$ cat config.mk
export PLATFORM = sky130hd
export DESIGN_NAME = rws_front
export DESIGN_NICKNAME = d
export VERILOG_FILES = /design/src/rws_pkg.sv /design/src/rws_front.sv
export SDC_FILE = /design/constraint.sdc
export NUM_CORES = 1
export LEC_CHECK = 0
export BUFFER_PORTS_ARGS = -buffer_cell sky130_fd_sc_hd__buf_2
export CORE_MARGIN = 5
export CORE_UTILIZATION = 31
export CTS_CLUSTER_DIAMETER = 50
export CTS_CLUSTER_SIZE = 24
export DETAILED_ROUTE_END_ITERATION = 10
export PLACE_DENSITY_LB_ADDON = 0.08
export SETUP_SLACK_MARGIN = 0.05
export SLEW_MARGIN = 20
export SYNTH_ARGS = -nofsm -noshare
export SYNTH_HDL_FRONTEND = slang
export SYNTH_SLANG_ARGS = --single-unit
$ cat constraint.sdc
create_clock -name clk -period 3.78 [get_ports clk]
set_input_delay 0.567 -clock clk [delete_from_list [all_inputs] [get_ports clk]]
set_output_delay 0.567 -clock clk [all_outputs]
set_load 0.01 [all_outputs]
$ cat src/rws_pkg.sv
// Shared types and constants for the roulette wheel resampler.
package rws_pkg;

  localparam int MAX_PARTICLES = 1024;
  localparam int ADDR_W        = $clog2(MAX_PARTICLES);
  localparam int CNT_W         = $clog2(MAX_PARTICLES + 1);
  localparam int WEIGHT_W      = 32;
  localparam int FRAC_W        = 32;
  localparam int TOTAL_W       = 42;
  localparam int SUM_W         = TOTAL_W + 1;
  localparam int INDEX_W       = 10;
  localparam int HI_W          = TOTAL_W - FRAC_W;

  typedef enum logic {
    REQ_LOAD = 1'b0,
    REQ_DRAW = 1'b1
  } req_t;

  typedef enum logic {
    STS_OK    = 1'b0,
    STS_EMPTY = 1'b1
  } status_t;

  // Queued command: data is the weight on loads, the fraction on draws.
  typedef struct packed {
    req_t                req;
    logic                first;
    logic [WEIGHT_W-1:0] data;
  } cmd_t;

endpackage

$ cat src/rws_front.sv
// Input side: accepts transfers, classifies them and queues them in a 2-entry FIFO.
module rws_front (
  input  logic                         clk,
  input  logic                         rst_n,
  input  logic                         in_valid,
  output logic                         in_stall,
  input  logic                         in_req_type,
  input  logic                         in_first_of_set,
  input  logic [rws_pkg::WEIGHT_W-1:0] in_weight_value,
  input  logic [rws_pkg::FRAC_W-1:0]   in_draw_fraction,
  output logic                         q_valid,
  output rws_pkg::cmd_t                q_cmd,
  input  logic                         q_pop
);
  import rws_pkg::*;

  cmd_t       q_mem_r [2];
  logic       wr_ptr_r;
  logic       rd_ptr_r;
  logic [1:0] fill_r;
  logic [1:0] fill_nxt;
  logic       push;
  logic       pop;
  cmd_t       cmd_in;

  assign in_stall = (fill_r == 2'd2);
  assign push     = in_valid && !in_stall;
  assign q_valid  = (fill_r != 2'd0);
  assign pop      = q_pop && q_valid;
  assign q_cmd    = q_mem_r[rd_ptr_r];

  always_comb begin
    cmd_in.req   = in_req_type ? REQ_DRAW : REQ_LOAD;
    cmd_in.first = in_first_of_set;
    cmd_in.data  = in_req_type ? in_draw_fraction : in_weight_value;
  end

  always_comb begin
    fill_nxt = fill_r;
    if (push && !pop) begin
      fill_nxt = fill_r + 2'd1;
    end else if (pop && !push) begin
      fill_nxt = fill_r - 2'd1;
    end
  end

  always_ff @(posedge clk) begin
    if (!rst_n) begin
      wr_ptr_r <= 1'b0;
      rd_ptr_r <= 1'b0;
      fill_r   <= 2'd0;
    end else begin
      fill_r <= fill_nxt;
      if (push) begin
        wr_ptr_r <= ~wr_ptr_r;
      end
      if (pop) begin
        rd_ptr_r <= ~rd_ptr_r;
      end
    end
  end

  always_ff @(posedge clk) begin
    if (push) begin
      q_mem_r[wr_ptr_r] <= cmd_in;
    end
  end

endmodule

* Word-level counts from Yosys, hierarchy flattened
Memories as Yosys holds them, arrays and structs flattened. A register that Yosys moved wholly into a read port is not among the register bits.
Cells that the tools add are included.
** Operators by class
- $add $sub $neg :: 2
- Eq/ne operators :: 1
- Muxes and demuxes :: 8
- Bitwise gates (word level) :: 2
- Reductions and logical operators :: 9
** Operators with widths (number)
- $mux W32 :: 1
- $mux W1 :: 5
- $logic_and A1 B1 Y1 :: 4
- $mux W2 :: 2
- $reduce_bool A2 Y1 :: 2
- $logic_not A1 Y1 :: 3
- $add A2 B1 Y2 const B :: 1
- $eq A2 B2 Y1 const B :: 1
- $not A1 Y1 :: 2
- $sub A2 B1 Y2 const B :: 1
** Word-level totals
- Bits in registers :: 4
- RAM bits :: 68
- Word-level logic and storage cells :: 26
- Memories kept :: 1
** Memories
- q_mem_r :: words 2, bits a word 34, read ports 1, clocked after memory_dff 1, wr ports 1, RTL line rws_front.sv:17 : cmd_t q_mem_r [2];

* Depth between registers and ports, before layout
- Word-level depth :: 7
- Mapped depth :: 7

* Worst setup path before layout
OpenSTA, ideal clock, no wires.
- Path kind :: input to register
- From :: input port in_valid
- To :: memory q_mem_r[0][0] in the netlist's numbering (enable)
- Library setup time :: 421 ps
- Arrival time :: 2018 ps
- Required time :: 3359 ps
- Path slack :: 1341 ps
- Stages on the path :: 2
- Path buffers :: 0
- Cells stage by stage :: inv_1 nor3_2
** On the way
- Cells in the longest elaborated chain, start to end :: 3
** RTL lines
- start: declaration :: RTL line rws_front.sv:5 : input logic in_valid,
- $logic_and A1 B1 Y1 :: RTL line rws_front.sv:27 : assign push = in_valid && !in_stall;
- $mux W1 :: RTL line rws_front.sv:64 : if (push) begin
- $mux W1 (implied by the code) :: RTL line rws_front.sv:65 : q_mem_r[wr_ptr_r] <= cmd_in;
- end: declaration :: RTL line rws_front.sv:17
Every way passes these cells.

==> results.md <==
* Crit-path max cell delay at 0.89 ns
* Maximum VDD drop at 0.0001925 V
* Compound-Gate Fraction of Synth Area at 1.060%
* Clk_skew at 0.007028 ns
* Crit-path slowest cell: dfxtp_2
* Critical Path AT at 1.80 ns
* Reg2Reg Setup Slack at 2.02 ns
* XOR/XNOR Fraction of Synth Area at 0.8561%
* Yosys warns at 0
* Critical path startpoint category: register
* Crit Path Class: register to output port
* Initial antenna violation count at 0
* Final setup vio count at 0
* Clock sinks at 73
* Setup_tns at 0 ns
* Core ar. at 0.009729 mm^2
* Inserted Diodes at 0
* Final ANT Viol Nets at 0
* CP delay by family, top: flip-flops
* CTS resizes at 0
* Syn nets at 238
* Num rows at 36
* Worst Setup End Kind: output port
* Inst Count DP at 398
* Mean area per synthesized cell at 18.38 um^2
* CTS buffer count at 9
* Sum of buffers and inverters on the critical path at 1
* Worst hold slack at 0.4252 ns
* Hold Buf Count CTS at 0
* Worst-path maximum fanout at 34
* Worst rel slew slack at 42.24%
* Post-synthesis simple-gate area fraction at 1.875%
* Mapped cell area at 0.003069 mm^2
* Area Overhead vs Synth at 27.88%
* Die ar. at 0.01199 mm^2
* Post-synthesis mux area share at 24.22%
* Layout cell share with drive strength beyond 1 at 66.55%
* Area share of the largest cell type after synthesis at 66.53%
* GP Congestion at 0.6526
* Commonest non-fill, non-tap cell in the layout: buf_2
* Unrepaired setup endpoints after global routing: no
* GRT overflow at 0
* Layout Cells excl Fill at 414
* Largest net degree at the start of global routing at 36
* Largest area contributor in the netlist: edfxtp_1
* Reg2reg path depth at 2
* Min Tclk post-route at 2.363 ns
* Reg-to-reg endpoint: q_mem_r[1][12]
* Leak at 1.514 nW
* Io pins at 106
* Main combinational cell family by area after synthesis: multiplexers
* First-pass detailed-route iteration total at 3
* Hold path depth at 1
* Core Util, Final at 40.34%
* Postcts setup bufs at 0
* Number of remaining DRC errors at 0
* Fill cells at 956
* Total GRT Usage at 10.35%
* Max-cap viol count at 0
* Hold path start: in_first_of_set
* Adder-cell area share of the yosys netlist at 0.4077%
* Crit share post-route at 62.50%
* Post-Syn Instances at 167
* Global-route wire length before repair at 9128 um
* Final hold violations at 0
* Root buf cell: clkbuf_8
* Initial core utilization at 31.55%
* Register area at 0.002143 mm^2
* Skew-Pair Late Insertion Delay at 0.33 ns
* Register area share after synthesis at 69.79%
* Via/cell ratio at 4.249
* Cells along the critical path: mux2_2 -> buf_2
* Vias at 1759
* Slew @ Worst Pin at 0.8664 ns
* Depth of the CTS H-tree at 3
* FMAX at 423.3 MHz
* WHS Endpoint: q_mem_r[1][32]
* CTS tree: yes
* Run status: completed
* Die Height at 109.5 um
* Most area-consuming cells after synthesis: edfxtp_1 67%, mux2_2 22%, dfxtp_1 3.3%
* DP HPWL at 4160 um
* Fin nets at 347
* CTS Buffer Depth at 2
* Clock transition at path regs at 0.08 ns
* Critical path required time at 3.21 ns
* Die X-Extent at 109.5 um
* Yosys cell types at 23
* FF+latch count, synth at 73
* RR Startpoint: fill_r[0]
* Hold Crit Class: primary input to register
* Pwr per Cell Area at 582.1 mW/mm^2
* DRT Wirelength at 6146 um
* Commonest non-fill, non-tap cells in the layout: 105 x buf_2, 68 x edfxtp_1, 60 x mux2_2
* Port Buf Inserts at 105
* Final max-slew violation count at 0
* Area of the multi-input gates at 879.6 um^2
* WL/cell at 14.85 um
* Initial DRC Count at 50
* Vias in the first global route at 1830
[flip-flops by register name (all words and copies together), names as in the netlist, named ones only]
signal,count
wr_ptr_r,1
q_mem_r,68
rd_ptr_r,1
fill_r,2
[layout make-up]
class | instances | area share, %
Tap cell | 133 | 4.240
Sequential cell | 73 | 54.61
Multi-Input combinational cell | 84 | 22.41
Timing Repair Buffer | 106 | 13.58
Clock buffer | 9 | 3.156
Inverter | 2 | 0.1913
Clock inverter | 7 | 1.817
[report_power, final]
| part | internal [mW] | switching (mW) | leakage (nW) |
|---|---|---|---|
| clock | 0.305 | 0.281 | 0.103 |
| sequential | 1.03 | 0.0853 | 0.677 |
| combinational | 0.308 | 0.278 | 0.735 |
| total | 1.64 | 0.645 | 1.51 |
[cells in the mapped netlist]
library cell   n
edfxtp_1      68
mux2_2        60
mux2_1         6
buf_2          5
dfxtp_1        5
and2_1         3
buf_4          3
xnor2_1        2
a21boi_0       1
a21boi_1       1
and3_1         1
ha_1           1
inv_1          1
inv_2          1
nand2b_1       1
nor2_1         1
nor3_2         1
o21a_1         1
o21ai_0        1
o21ai_1        1
or2_2          1
or3_1          1
xor2_1         1
[cells by family (layout without fill, tap and decap cells)]
group / Yosys count / in the layout
mux: 66 / 66
compound gates: 5 / 5
xor+xnor: 3 / 3
buf+inv: 10 / 124
flops: 73 / 73
fa+ha+maj: 1 / 1
simple gates: 9 / 9
[through the flow]
stage | cell area [um^2] | power (mW) | setup slack [ns]
after detailed placement | 3730 | 1.742 | 1.700
after CTS | 3925 | 2.339 | 1.329
final | 3925 | 2.285 | 1.417
after global placement | 3730 | 1.741 | 1.681
after global routing | 3925 | 2.432 | 1.276
after floorplan | 3069 | 1.499 | 1.341
[how the worst max path moves through the flow]
stage	from	to	slack (ns)	cells after the start
after floorplan	in_valid	q_mem_r[0][0]	1.34	2
after global placement	register	q_cmd[5]	1.68	2
after detailed placement	register	q_cmd[8]	1.70	2
after CTS	register	q_cmd[8]	1.33	2
after global routing	register	q_cmd[29]	1.28	2
final	register	q_cmd[5]	1.42	2
[routing by layer]
metal | track usage (%) | wire length, um
met1 | 12.02 | 2533
met2 | 17.39 | 3017
met3 | 3.464 | 541
met4 | 4.541 | 53
met5 | 0 | 0
Power figures use the tool's default switching activity.
